===== src/design/odqd_pkg.sv =====
// ----------------------------------------------------------------------------
// odqd_pkg
// Shared types, constants and the 4x transition table for the octal
// quadrature detent decoder.
// ----------------------------------------------------------------------------
package odqd_pkg;

  localparam int CH_W    = 3;   // channel index width
  localparam int DELTA_W = 8;   // detent count width
  localparam int ACC_W   = 4;   // step accumulator width
  localparam int DET_W   = 3;   // detents register width
  localparam int DIR_W   = 8;   // direction mask width

  // register indexes, taken from paddr[2]
  localparam logic REG_DETENTS   = 1'b0;
  localparam logic REG_DIRECTION = 1'b1;

  localparam logic [DET_W-1:0] DETENTS_RESET = 3'd2;
  localparam logic [DET_W-1:0] DETENTS_MIN   = 3'd1;
  localparam logic [DET_W-1:0] DETENTS_MAX   = 3'd4;

  typedef enum logic [1:0] {
    CMD_COUNT = 2'd0,
    CMD_SEED  = 2'd1,
    CMD_READ  = 2'd2
  } cmd_t;

  typedef struct packed {
    logic             count_en;
    logic             seed_en;
    logic [DET_W-1:0] detents;   // effective, 1..4
  } lane_ctrl_t;

  // channel in the low bits, matching the out_tdata layout
  typedef struct packed {
    logic [DELTA_W-1:0] delta;
    logic [CH_W-1:0]    channel;
  } result_t;

  // index = {previous AB, current AB}
  function automatic logic signed [1:0] step_of(input logic [3:0] idx);
    logic signed [1:0] s;
    case (idx)
      4'd1, 4'd7, 4'd8, 4'd14: s = -2'sd1;
      4'd2, 4'd4, 4'd11, 4'd13: s = 2'sd1;
      default: s = 2'sd0;
    endcase
    return s;
  endfunction

endpackage


===== src/design/octal_quadrature_detent_decoder.sv =====
// ----------------------------------------------------------------------------
// octal_quadrature_detent_decoder
// Eight-lane quadrature decoder with detent counting and read-and-clear.
// ----------------------------------------------------------------------------
// Usage:
//   Input stream (in_*): one transfer per command. in_tuser carries the
//   command (count, seed, read); in_tdata carries the pin snapshot and the
//   channel to read. Count and seed give no result; read gives one.
//   Output stream (out_*): one transfer per read, carrying the channel and
//   its signed detent delta; the channel's count is cleared on the read.
//   Config (cfg_*): APB. 0x0 detents_per_step, 0x4 direction_mask. Write
//   only while the stream is idle.
// Timing:
//   All encoder lanes update together in the cycle a transfer is accepted,
//   so one command is taken every cycle while in_tready is high. A read
//   result is registered in the output buffer and shown on out_* once the
//   output register is free; otherwise it waits in the skid stage.
// Reset / stall:
//   rst_n (synchronous) clears pairs, accumulators, counts and the output
//   buffer and loads detents_per_step = 2, direction_mask = 0.
//   When out_tready is low, one read result sits in the output register and
//   a second in the skid stage; in_tready drops only while the skid is full.
// ----------------------------------------------------------------------------
module octal_quadrature_detent_decoder #(
  parameter int ENCODER_COUNT = 8   // 1..8
) (
  input  logic        clk,
  input  logic        rst_n,
  // input stream
  input  logic        in_tvalid,
  output logic        in_tready,
  input  logic [23:0] in_tdata,   // [15:0] snapshot, [18:16] channel, [23:19] zero
  input  logic [1:0]  in_tuser,   // [1:0] command
  // result stream
  output logic        out_tvalid,
  input  logic        out_tready,
  output logic [15:0] out_tdata,  // [2:0] read_channel, [10:3] detent_delta, [15:11] zero
  // configuration
  input  logic        cfg_psel,
  input  logic        cfg_penable,
  input  logic        cfg_pwrite,
  input  logic [2:0]  cfg_paddr,
  input  logic [31:0] cfg_pwdata,
  output logic [31:0] cfg_prdata,
  output logic        cfg_pready
);

  // configuration registers
  logic [odqd_pkg::DET_W-1:0] detents_r;
  logic [odqd_pkg::DIR_W-1:0] dir_r;
  logic [odqd_pkg::DET_W-1:0] detents_eff;
  logic                       cfg_wr;

  // stream decode
  logic                        accept;
  logic                        rd_fire;
  logic [odqd_pkg::CH_W-1:0]   rd_channel;
  odqd_pkg::lane_ctrl_t        lane_ctrl;
  logic                        buf_full;
  odqd_pkg::result_t           rd_result;
  odqd_pkg::result_t           out_result;

  logic signed [odqd_pkg::DELTA_W-1:0] lane_count [ENCODER_COUNT];
  logic signed [odqd_pkg::DELTA_W-1:0] rd_delta;

  // --- APB registers ---
  assign cfg_pready = 1'b1;
  assign cfg_wr     = cfg_psel && cfg_penable && cfg_pwrite;

  always_ff @(posedge clk) begin
    if (!rst_n) begin
      detents_r <= odqd_pkg::DETENTS_RESET;
      dir_r     <= '0;
    end else if (cfg_wr) begin
      if (cfg_paddr[2] == odqd_pkg::REG_DETENTS) begin
        detents_r <= cfg_pwdata[odqd_pkg::DET_W-1:0];
      end else begin
        dir_r <= cfg_pwdata[odqd_pkg::DIR_W-1:0];
      end
    end
  end

  always_comb begin
    if (cfg_paddr[2] == odqd_pkg::REG_DIRECTION) begin
      cfg_prdata = {24'd0, dir_r};
    end else begin
      cfg_prdata = {29'd0, detents_r};
    end
  end

  // out-of-range settings clamp to 1..4
  always_comb begin
    if (detents_r < odqd_pkg::DETENTS_MIN) begin
      detents_eff = odqd_pkg::DETENTS_MIN;
    end else if (detents_r > odqd_pkg::DETENTS_MAX) begin
      detents_eff = odqd_pkg::DETENTS_MAX;
    end else begin
      detents_eff = detents_r;
    end
  end

  // --- command decode ---
  assign in_tready  = !buf_full;
  assign accept     = in_tvalid && in_tready;
  assign rd_channel = in_tdata[18:16];
  assign rd_fire    = accept && (in_tuser == odqd_pkg::CMD_READ);

  always_comb begin
    lane_ctrl.count_en = accept && (in_tuser == odqd_pkg::CMD_COUNT);
    lane_ctrl.seed_en  = accept && (in_tuser == odqd_pkg::CMD_SEED);
    lane_ctrl.detents  = detents_eff;
  end

  // --- encoder lanes; A on bit 2k, B on bit 2k+1, pair = {A, B} ---
  for (genvar k = 0; k < ENCODER_COUNT; k++) begin : g_lane
    odqd_lane u_lane (
      .clk      (clk),
      .rst_n    (rst_n),
      .ctrl     (lane_ctrl),
      .reverse  (dir_r[k]),
      .clear    (rd_fire && (rd_channel == odqd_pkg::CH_W'(k))),
      .cur_pair ({in_tdata[2*k], in_tdata[2*k+1]}),
      .count    (lane_count[k])
    );
  end

  // --- merge: pick the read channel; channels past ENCODER_COUNT read zero ---
  always_comb begin
    rd_delta = '0;
    for (int k = 0; k < ENCODER_COUNT; k++) begin
      if (rd_channel == odqd_pkg::CH_W'(k)) begin
        rd_delta = lane_count[k];
      end
    end
    rd_result.channel = rd_channel;
    rd_result.delta   = rd_delta;
  end

  odqd_outbuf u_outbuf (
    .clk       (clk),
    .rst_n     (rst_n),
    .push      (rd_fire),
    .push_data (rd_result),
    .full      (buf_full),
    .out_valid (out_tvalid),
    .out_ready (out_tready),
    .out_data  (out_result)
  );

  assign out_tdata = {5'd0, out_result};

endmodule


===== src/design/odqd_lane.sv =====
// ----------------------------------------------------------------------------
// odqd_lane
// One encoder channel: previous pair, step accumulator, saturating count.
// ----------------------------------------------------------------------------
module odqd_lane (
  input  logic                                 clk,
  input  logic                                 rst_n,
  input  odqd_pkg::lane_ctrl_t                 ctrl,
  input  logic                                 reverse,
  input  logic                                 clear,
  input  logic [1:0]                           cur_pair,
  output logic signed [odqd_pkg::DELTA_W-1:0]  count
);

  logic [1:0]                           prev_r, prev_nxt;
  logic signed [odqd_pkg::ACC_W-1:0]    acc_r, acc_nxt;
  logic signed [odqd_pkg::DELTA_W-1:0]  count_r, count_nxt;
  logic signed [1:0]                    step;
  logic signed [odqd_pkg::ACC_W:0]      acc_sum, acc_red, det_s;
  logic                                 fwd, back, inc, dec;

  always_comb begin
    step    = odqd_pkg::step_of({prev_r, cur_pair});
    acc_sum = {acc_r[odqd_pkg::ACC_W-1], acc_r}
            + {{(odqd_pkg::ACC_W-1){step[1]}}, step};
    det_s   = signed'({2'b00, ctrl.detents});
    prev_nxt  = prev_r;
    acc_nxt   = acc_r;
    count_nxt = count_r;
    acc_red   = acc_sum;
    fwd       = 1'b0;
    back      = 1'b0;
    if (ctrl.count_en) begin
      prev_nxt = cur_pair;
      if (step != 2'sd0) begin
        if (acc_sum >= det_s) begin
          fwd     = 1'b1;
          acc_red = acc_sum - det_s;
        end else if (acc_sum <= -det_s) begin
          back    = 1'b1;
          acc_red = acc_sum + det_s;
        end
        acc_nxt = acc_red[odqd_pkg::ACC_W-1:0];
      end
    end
    if (ctrl.seed_en) begin
      prev_nxt = cur_pair;
    end
    inc = (fwd && !reverse) || (back && reverse);
    dec = (fwd && reverse) || (back && !reverse);
    // saturate at the int8 limits
    if (inc && count_r != 8'sd127) begin
      count_nxt = count_r + 8'sd1;
    end else if (dec && count_r != -8'sd128) begin
      count_nxt = count_r - 8'sd1;
    end
    if (clear) begin
      count_nxt = '0;
    end
  end

  always_ff @(posedge clk) begin
    if (!rst_n) begin
      prev_r  <= '0;
      acc_r   <= '0;
      count_r <= '0;
    end else begin
      prev_r  <= prev_nxt;
      acc_r   <= acc_nxt;
      count_r <= count_nxt;
    end
  end

  assign count = count_r;

endmodule


===== src/design/odqd_outbuf.sv =====
// ----------------------------------------------------------------------------
// odqd_outbuf
// Result register with a skid stage so the input side keeps moving while a
// result waits on the receiver.
// ----------------------------------------------------------------------------
module odqd_outbuf (
  input  logic              clk,
  input  logic              rst_n,
  input  logic              push,
  input  odqd_pkg::result_t push_data,
  output logic              full,
  output logic              out_valid,
  input  logic              out_ready,
  output odqd_pkg::result_t out_data
);

  logic              out_valid_r, out_valid_nxt;
  logic              skid_valid_r, skid_valid_nxt;
  odqd_pkg::result_t out_data_r, out_data_nxt;
  odqd_pkg::result_t skid_data_r, skid_data_nxt;

  always_comb begin
    out_valid_nxt  = out_valid_r;
    out_data_nxt   = out_data_r;
    skid_valid_nxt = skid_valid_r;
    skid_data_nxt  = skid_data_r;
    if (!out_valid_r || out_ready) begin
      if (skid_valid_r) begin
        out_valid_nxt  = 1'b1;
        out_data_nxt   = skid_data_r;
        skid_valid_nxt = 1'b0;
      end else begin
        out_valid_nxt = push;
        if (push) begin
          out_data_nxt = push_data;
        end
      end
    end else if (push) begin
      skid_valid_nxt = 1'b1;
      skid_data_nxt  = push_data;
    end
  end

  always_ff @(posedge clk) begin
    if (!rst_n) begin
      out_valid_r  <= 1'b0;
      skid_valid_r <= 1'b0;
    end else begin
      out_valid_r  <= out_valid_nxt;
      skid_valid_r <= skid_valid_nxt;
    end
    out_data_r  <= out_data_nxt;
    skid_data_r <= skid_data_nxt;
  end

  assign full      = skid_valid_r;
  assign out_valid = out_valid_r;
  assign out_data  = out_data_r;

`ifndef SYNTH
  a_skid_implies_out: assert property (@(posedge clk) disable iff (!rst_n)
    skid_valid_r |-> out_valid_r)
    else $error("skid holds a result while output is empty");

  a_no_push_when_full: assert property (@(posedge clk) disable iff (!rst_n)
    push |-> !skid_valid_r)
    else $error("result pushed into a full buffer");

  a_stall_fills_skid: assert property (@(posedge clk) disable iff (!rst_n)
    (push && out_valid_r && !out_ready) |=> skid_valid_r)
    else $error("stalled result not caught by skid stage");

  a_skid_drains: assert property (@(posedge clk) disable iff (!rst_n)
    (skid_valid_r && out_ready) |=> (out_valid_r && !skid_valid_r))
    else $error("skid stage failed to drain");
`endif

endmodule

===== config.mk =====
export PLATFORM = sky130hd
export DESIGN_NAME = octal_quadrature_detent_decoder
export DESIGN_NICKNAME = d
export VERILOG_FILES = /design/src/design/odqd_pkg.sv /design/src/design/octal_quadrature_detent_decoder.sv /design/src/design/odqd_lane.sv /design/src/design/odqd_outbuf.sv
export SDC_FILE = /design/constraint.sdc
export NUM_CORES = 1
export LEC_CHECK = 0
export ABC_AREA = 1
export BUFFER_PORTS_ARGS = -buffer_cell sky130_fd_sc_hd__buf_2
export CORE_MARGIN = 4
export CORE_UTILIZATION = 30
export DETAILED_ROUTE_END_ITERATION = 6
export PLACE_DENSITY = 0.56
export SYNTH_ARGS = -nofsm -noshare
export SYNTH_HDL_FRONTEND = slang
export SYNTH_SLANG_ARGS = --single-unit

===== constraint.sdc =====
create_clock -name clk -period 7 [get_ports clk]
set_clock_uncertainty 0.2 [all_clocks]
set_input_delay 0.35 -clock clk [delete_from_list [all_inputs] [get_ports clk]]
set_output_delay 0.35 -clock clk [all_outputs]
set_load 0.01 [all_outputs]

==> results.ini, run 1 <==
[place]
dp_slack_ns = 1.32
portBuffers = 57
dpl.hpwl_mm = 27.0
routabilityCongestion = 0.849
dpl_cell_area_um2 = 14800

[pwr]
p_leak_nw = 7.24
max-vdd-ir-drop_uv = 178
p_per_area_nw_per_um2 = 229

[layout]
fin_nets = 2253
final_area_um2 = 15500
insertedDiodeCount = 0
syn2layout_area_growth_pct = 11.1
drive_gt1_frac = 0.0904

[worst_setup_path]
critPathBufInv = 7
path_class = primary input to flop
reg2reg_from = g_lane[4].u_lane.prev_r[0]
end_kind = flop
crit_family = adder cells
ff2ff_setup_slack_ns = 1.67
cp-start-kind = primary input
path_max_fanout = 9
cp_data_arrival_time_ns = 5.87
worst_path_most_repeated_cell = nand2_1
worstPathRequired_ns = 7.20
critPathSlowestCell = dlygate4sd3_1
path_depth = 35
max_stage_delay_ns = 0.52
rr_worst_depth = 29
r2r_end = g_lane[4].u_lane.count[7]

[die]
die_y_um = 223
rows = 78
core_area_um2 = 45700
die_area_um2 = 49900
ioPinCount = 119
die_w_um = 223
initial_core_util = 0.305

[logic_synthesis]
yosysUniqueCellTypes = 57
ys_warn_count = 0
synth-simple-area-share = 0.214
synthXorXnorAreaFrac = 0.0553
synth_fa_ha_area_frac = 0.224
synth_area_leaders = dfxtp_1, ha_1, nand2_1
synth_top_area_cell = dfxtp_1
synth_edf_count = 22
avgSynthCellArea_um2 = 7.40
synth_top_family_by_area = adder cells
synth_top_area_share = 0.180
postSynthCellCount = 1881
synthMuxAreaShare = 0
ys_seq_elements = 147
yosysSeqAreaShare = 0.227
yosys_most_used_dff = dfxtp_1
synth_compound_area_frac = 0.174
syn-cell-area_um2 = 13900
async_flop_share = 0

[sta]
finalSetupTns_ns = 0
tightest_slew_ns = 1.06
relSlewSlack = 0.294
fin_crit_sh = 0.810
setup_violations = 0
rsz0062_at_grt = false
finalCriticalPeriod_ns = 5.67
maxSlewViolCount = 0
clock.fmax_mhz = 176
setup_slack_ns = 1.33
finalHoldViolCount = 0

[cts]
numCtsBuffers = 17
numClockSinks = 147
clk_pin_slew_ns = 0.07
clock_latency_ns = 0.46
post_cts_resized = 0
htreeDepth = 4
cts_buffer_depth = 2
cts_tree = done
cts-root-buf = clkbuf_16

[detailed_routing]
drc = 0
dr.pass1.iters = 5
wirelength_mm = 34.9
wl_per_cell_um = 13.6
ant_nets = 0
vias = 12205
drtIter0Drc = 520
via_per_inst = 4.75

[job]
drv_cap = 0

[min_path]
hp-class = primary input to flop
whs_endpoint = g_lane[1].u_lane.prev_r[1]
hp-start = in_tdata[2]
whs_path_depth = 3

[grt]
grt_pass1_vias = 11876
grt_pass1_wl_mm = 58.1
antenna_found_initial = 0
grt_usage = 0.141
grt_start_max_net_pins = 48
grt.overflow.total = 0

[status]
outcome = finished clean

## sequential cells by signal, summed over array words and instances (netlist names)
name and count:
u_outbuf.full 1, g_lane.u_lane.prev_r 16, g_lane.u_lane.acc_r 32, u_outbuf.out_data 11, u_outbuf.skid_data_r 11, u_outbuf.out_valid 1, dir_r 8, g_lane.u_lane.count 64
detents_r 3
## cells by family after synthesis
kind of cell | count (synthesis)
and+or+nand+nor | 649
AOI/OAI and AO/OA | 418
buffers and inverters | 347
adders and majority gates | 230
DFF | 147
xor gates and xnor gates | 88
other | 2
## area by class of cell
type                       instances  area, um2
tap                              600        751
inverter                         289       1090
timing repair buffer              77        468
multi-input combinational       1423       9420
clock buffer                      18        439
clock inverter                    14        140
sequential                       147       3160
fill                            4887      30200
## routing by layer
metal	up-vias	global-route usage	share of wire
met4	0	0.0364	0.015
li1	6373	-	-
met5	-	0	0
met1	5635	0.182	0.48
met2	160	0.242	0.48
met3	37	0.0250	0.029
## cell usage in the layout, fill, tap and decap left out, types with 18 or more instances in the layout
cell type	n
a31oi_1	20
xnor2_1	53
inv_1	281
nand4_1	22
a21oi_1	168
xor2_1	35
nand2_1	321
o21ai_1	34
buf_2	57
nor4_1	20
o21ai_0	112
nor2_1	122
nand2_2	22
o211ai_1	18
conb_1	38
ha_1	198
edfxtp_1	22
fa_1	32
nand3_1	77
dfxtp_1	125
## Yosys cell counts (7+ instances only)
master	n
nand2_4	13
o21ai_0	112
dfxtp_1	125
o21bai_1	14
edfxtp_1	22
buf_6	7
a31oi_1	20
nand2_1	321
buf_4	30
clkbuf_1	13
xor2_1	35
nand3_1	77
xnor2_1	53
o211ai_1	18
o221ai_1	10
nand2_2	22
or2_1	9
fa_1	32
or2_2	16
a32oi_2	7
inv_1	281
a21oi_1	168
ha_1	198
o21ai_1	34
nand4_1	22
nor2_1	122
nor4_1	20
o22ai_1	7
## worst min-delay path, cell delays in order
cell,delay [ns]
buf_2,0.11
o21ai_0,0.08
a21oi_1,0.10
## how the worst max path moves through the flow
stage | start | end | slack, ns
floorplan | detents_r[1] | g_lane[1].u_lane.count[7] | 1.84
finish | in_tdata[7] | g_lane[3].u_lane.count[7] | 1.33
global placement | in_tdata[2] | g_lane[1].u_lane.count[7] | 1.32
detailed placement | in_tdata[2] | g_lane[1].u_lane.count[7] | 1.32
global route | in_tdata[11] | g_lane[5].u_lane.count[7] | 0.80
CTS | in_tdata[7] | g_lane[3].u_lane.count[7] | 1.34
## where the power goes
group          switching [mW]  internal (mW)  leakage (nW)
combinational           0.968          0.619          5.73
sequential             0.0820          0.930          1.22
clock                   0.438          0.509         0.286
total                    1.49           2.06          7.24
## per-stage QoR
step	util	hold WS [ns]	cells	total power, mW
finish	0.339	0.0217	2568	3.55
CTS	0.339	0.000339	2568	3.59
detailed placement	0.323	0.265	2523	2.61
global placement	0.323	0.257	2523	2.57
floorplan	-	0.244	1917	2.29
global route	0.339	0.0281	2568	3.87
## timing repair
item	in CTS	in global routing
setup endpoints to repair	0	0
hold buffers	13	0
buffers inserted	0	0
hold endpoints to repair	16	0
Note: power is estimated with default switching activity, not from simulation.
==> inputs of run 2 (changes only) <==
- ABC_AREA: 1 -> 0
- clock period: 7 -> 5.68 ns (I/O delays scaled with it)
==> results.ini, run 2 <==
[sta]
finalSetupTns_ns = 0  ; unchanged
tightest_slew_ns = 1.14  ; +0.0783 ns
relSlewSlack = 0.234  ; -0.0602
fin_crit_sh = 0.963
finalHoldViolCount = 0  ; unchanged
maxSlewViolCount = 0  ; unchanged
fin_hold_ws_ns = 0.00807  ; -0.0137 ns
clock.fmax_mhz = 183
finalCriticalPeriod_ns = 5.47
setup_violations = 0  ; unchanged

[worst_setup_path]
cp-start-kind = flop
path_class = flop to flop
cp_data_arrival_time_ns = 5.60  ; -0.27 ns
worstPathRequired_ns = 5.81  ; -1.39 ns
path_max_fanout = 3  ; -6
end_kind = flop

[cts]
numClockSinks = 147  ; unchanged
cts-root-buf = clkbuf_16
cts_tree = done
clock_latency_ns = 0.45  ; about the same
htreeDepth = 4  ; unchanged
cts_buffer_depth = 2  ; unchanged
clk_pin_slew_ns = 0.07  ; about the same
numCtsBuffers = 17  ; unchanged

[place]
dpl.hpwl_mm = 29.2  ; +8.2%
routabilityCongestion = 0.870  ; +2.5%
portBuffers = 57  ; unchanged

[detailed_routing]
drtIter0Drc = 619  ; +19%
wirelength_mm = 37.6  ; +7.7%
wl_per_cell_um = 15.6  ; +14%
vias = 12109  ; -0.79%
drc = 0  ; unchanged
ant_nets = 0  ; unchanged
dr.pass1.iters = 5  ; unchanged
via_per_inst = 5.01  ; +5.5%

[logic_synthesis]
yosysUniqueCellTypes = 94  ; +65%
yosys_most_used_dff = dfxtp_1
async_flop_share = 0  ; unchanged
synth_top_area_cell = dfxtp_1
ys_seq_elements = 147  ; unchanged
synth_most_common_cell = ha_1
synth_edf_count = 22  ; unchanged
synthTopCellsByCount = ha_1, nor2_1, inv_1, dfxtp_1, nand2_1
synth_area_leaders = dfxtp_1, ha_1, mux2i_1
postSynthCellCount = 1620  ; -14%
synth_top_area_share = 0.177  ; -0.00245
ys_warn_count = 0  ; unchanged
avgSynthCellArea_um2 = 8.72  ; +18%
yosysSeqAreaShare = 0.224  ; -0.00310
syn-cell-area_um2 = 14100  ; +1.4%

[layout]
syn2layout_area_growth_pct = 19.1
final_cell_mix = ha_1, nor2_1, inv_1, dfxtp_1, nand2_1
drive_gt1_frac = 0.168  ; +0.0777
largest_reg_flops = 64  ; unchanged
fin_nets = 2093  ; -7.1%
insertedDiodeCount = 0  ; unchanged
layout_commonest_cell = ha_1
nFillCells = 4712  ; -3.6%

[pwr]
p_per_area_nw_per_um2 = 251  ; +9.5%
p_leak_nw = 7.64  ; +5.4%
p_sw_frac = 0.364  ; -0.0557
pwr-share-seq = 0.283  ; -0.002
intPower_mw = 2.68  ; +30%
p_clk_frac = 0.292  ; +0.025
p_switching_mw = 1.53  ; +3.1%
pwr-share-comb = 0.425  ; -0.023
max-vdd-ir-drop_uv = 196  ; +11%

[grt]
grt_usage = 0.147  ; +0.00670
grt_pass1_wl_mm = 60.8  ; +4.7%
grt.overflow.total = 0  ; unchanged
grt_pass1_vias = 11966  ; +0.76%
antenna_found_initial = 0  ; unchanged
grt_start_max_net_pins = 57  ; +19%

[die]
ioPinCount = 119  ; unchanged
die_w_um = 225  ; +0.66%
core_area_um2 = 46600  ; +1.9%
rows = 79  ; +1.3%
die_y_um = 225  ; +0.66%
die_area_um2 = 50600  ; +1.3%
initial_core_util = 0.303  ; -0.00164

[min_path]
hp-class = primary input to flop

[job]
drv_cap = 0  ; unchanged

[status]
outcome = finished clean

-- run 2: cell count changes in the layout (fill, tap and decap cells not counted), moves of 52 or more --
cell | before | now
a21oi_1 | 168 | 103
buf_4 | 7 | 112
inv_1 | 281 | 129
mux2i_1 | 0 | 89
nand2_1 | 321 | 117
o21ai_0 | 112 | 60
-- run 2: critical path: stages, from the launching register on --
cell and delay, ns:
dfxtp_2 0.33, xnor2_1 0.13, xnor2_1 0.24, ha_2 0.22, inv_1 0.05, fa_1 0.52, inv_1 0.09, ha_4 0.22
nor2b_1 0.14, o21ai_2 0.18, o2111ai_2 0.13, or4_4 0.56, and2_4 0.16, mux2_4 0.31, inv_4 0.05, ha_1 0.22
a21o_1 0.18, a21o_1 0.19, a2111oi_2 0.29, o21bai_1 0.18, nor2b_4 0.17, a221oi_2 0.24, nor2_1 0.08, mux2_2 0.26
-- run 2: path summary, 6_finish.rpt --
path                                   start  slack, ns                    endpoint  cells past startpoint
setup / recovery  g_lane[1].u_lane.prev_r[1]       0.21   g_lane[1].u_lane.count[7]                     23
hold / removal                   in_tdata[2]      0.008  g_lane[1].u_lane.prev_r[1]                      4
setup reg to reg  g_lane[1].u_lane.prev_r[1]       0.21   g_lane[1].u_lane.count[7]                     23
hold reg to reg    g_lane[0].u_lane.acc_r[3]       0.26   g_lane[0].u_lane.acc_r[3]                      2
-- run 2: metal layers --
layer / GRT usage / share of wire
met1: 0.180 / 0.44
met5: 0 / 0
met3: 0.0210 / 0.031
met4: 0.0399 / 0.020
met2: 0.271 / 0.51
-- run 2: area by class of cell --
type,count,area [um2],share of cell area
Clock buffer,20,489,0.0291
Clock inverter,12,139,0.00826
Inverter,133,502,0.0298
Multi-Input combinational cell,1309,10400,0.620
Sequential cell,147,3160,0.188
Tap cell,607,759,0.0452
Timing Repair Buffer,187,1340,0.0794
-- run 2: power groups by stage --
stage / Sequential (mW) / Clock [mW] / Combinational [mW]
after floorplan: 1.19 / 0 / 1.28
after global placement: 1.21 / 0 / 1.67
after detailed placement: 1.21 / 0 / 1.71
after CTS: 1.19 / 1.26 / 1.73
after global routing: 1.20 / 1.31 / 2.01
final: 1.19 / 1.23 / 1.79
-- run 2: repair_timing --
item | CTS | global route
resized for setup | 0 | 52
hold endpoints to repair | 22 | 0
buffers inserted | 0 | 7
hold buffers | 19 | 0
setup endpoints to repair | 0 | 13
-- run 2: cells by family (layout without fill, tap and decap cells) --
kind of cell    Yosys count  count (layout)  synth area share
compound gates          355             355             0.170
xor+xnor                 92              92            0.0571
fa+ha+maj               230             230             0.221
buf+inv                 200             352            0.0646
flops                   147             147             0.224
mux                     121             121            0.0976
other cells               2              38          0.000532
simple gates            473             473             0.165
-- run 2: stage by stage --
stage,total power [mW],area [um2],instances,util,setup WS (ns)
detailed placement,2.92,15700,2357,0.337,-0.284
global route,4.52,16800,2415,0.361,-0.0650
global placement,2.88,15700,2357,0.337,-0.189
floorplan,2.46,14300,1656,-,-0.108
finish,4.22,16800,2415,0.361,0.211
CTS,4.18,16500,2408,0.355,0.0242
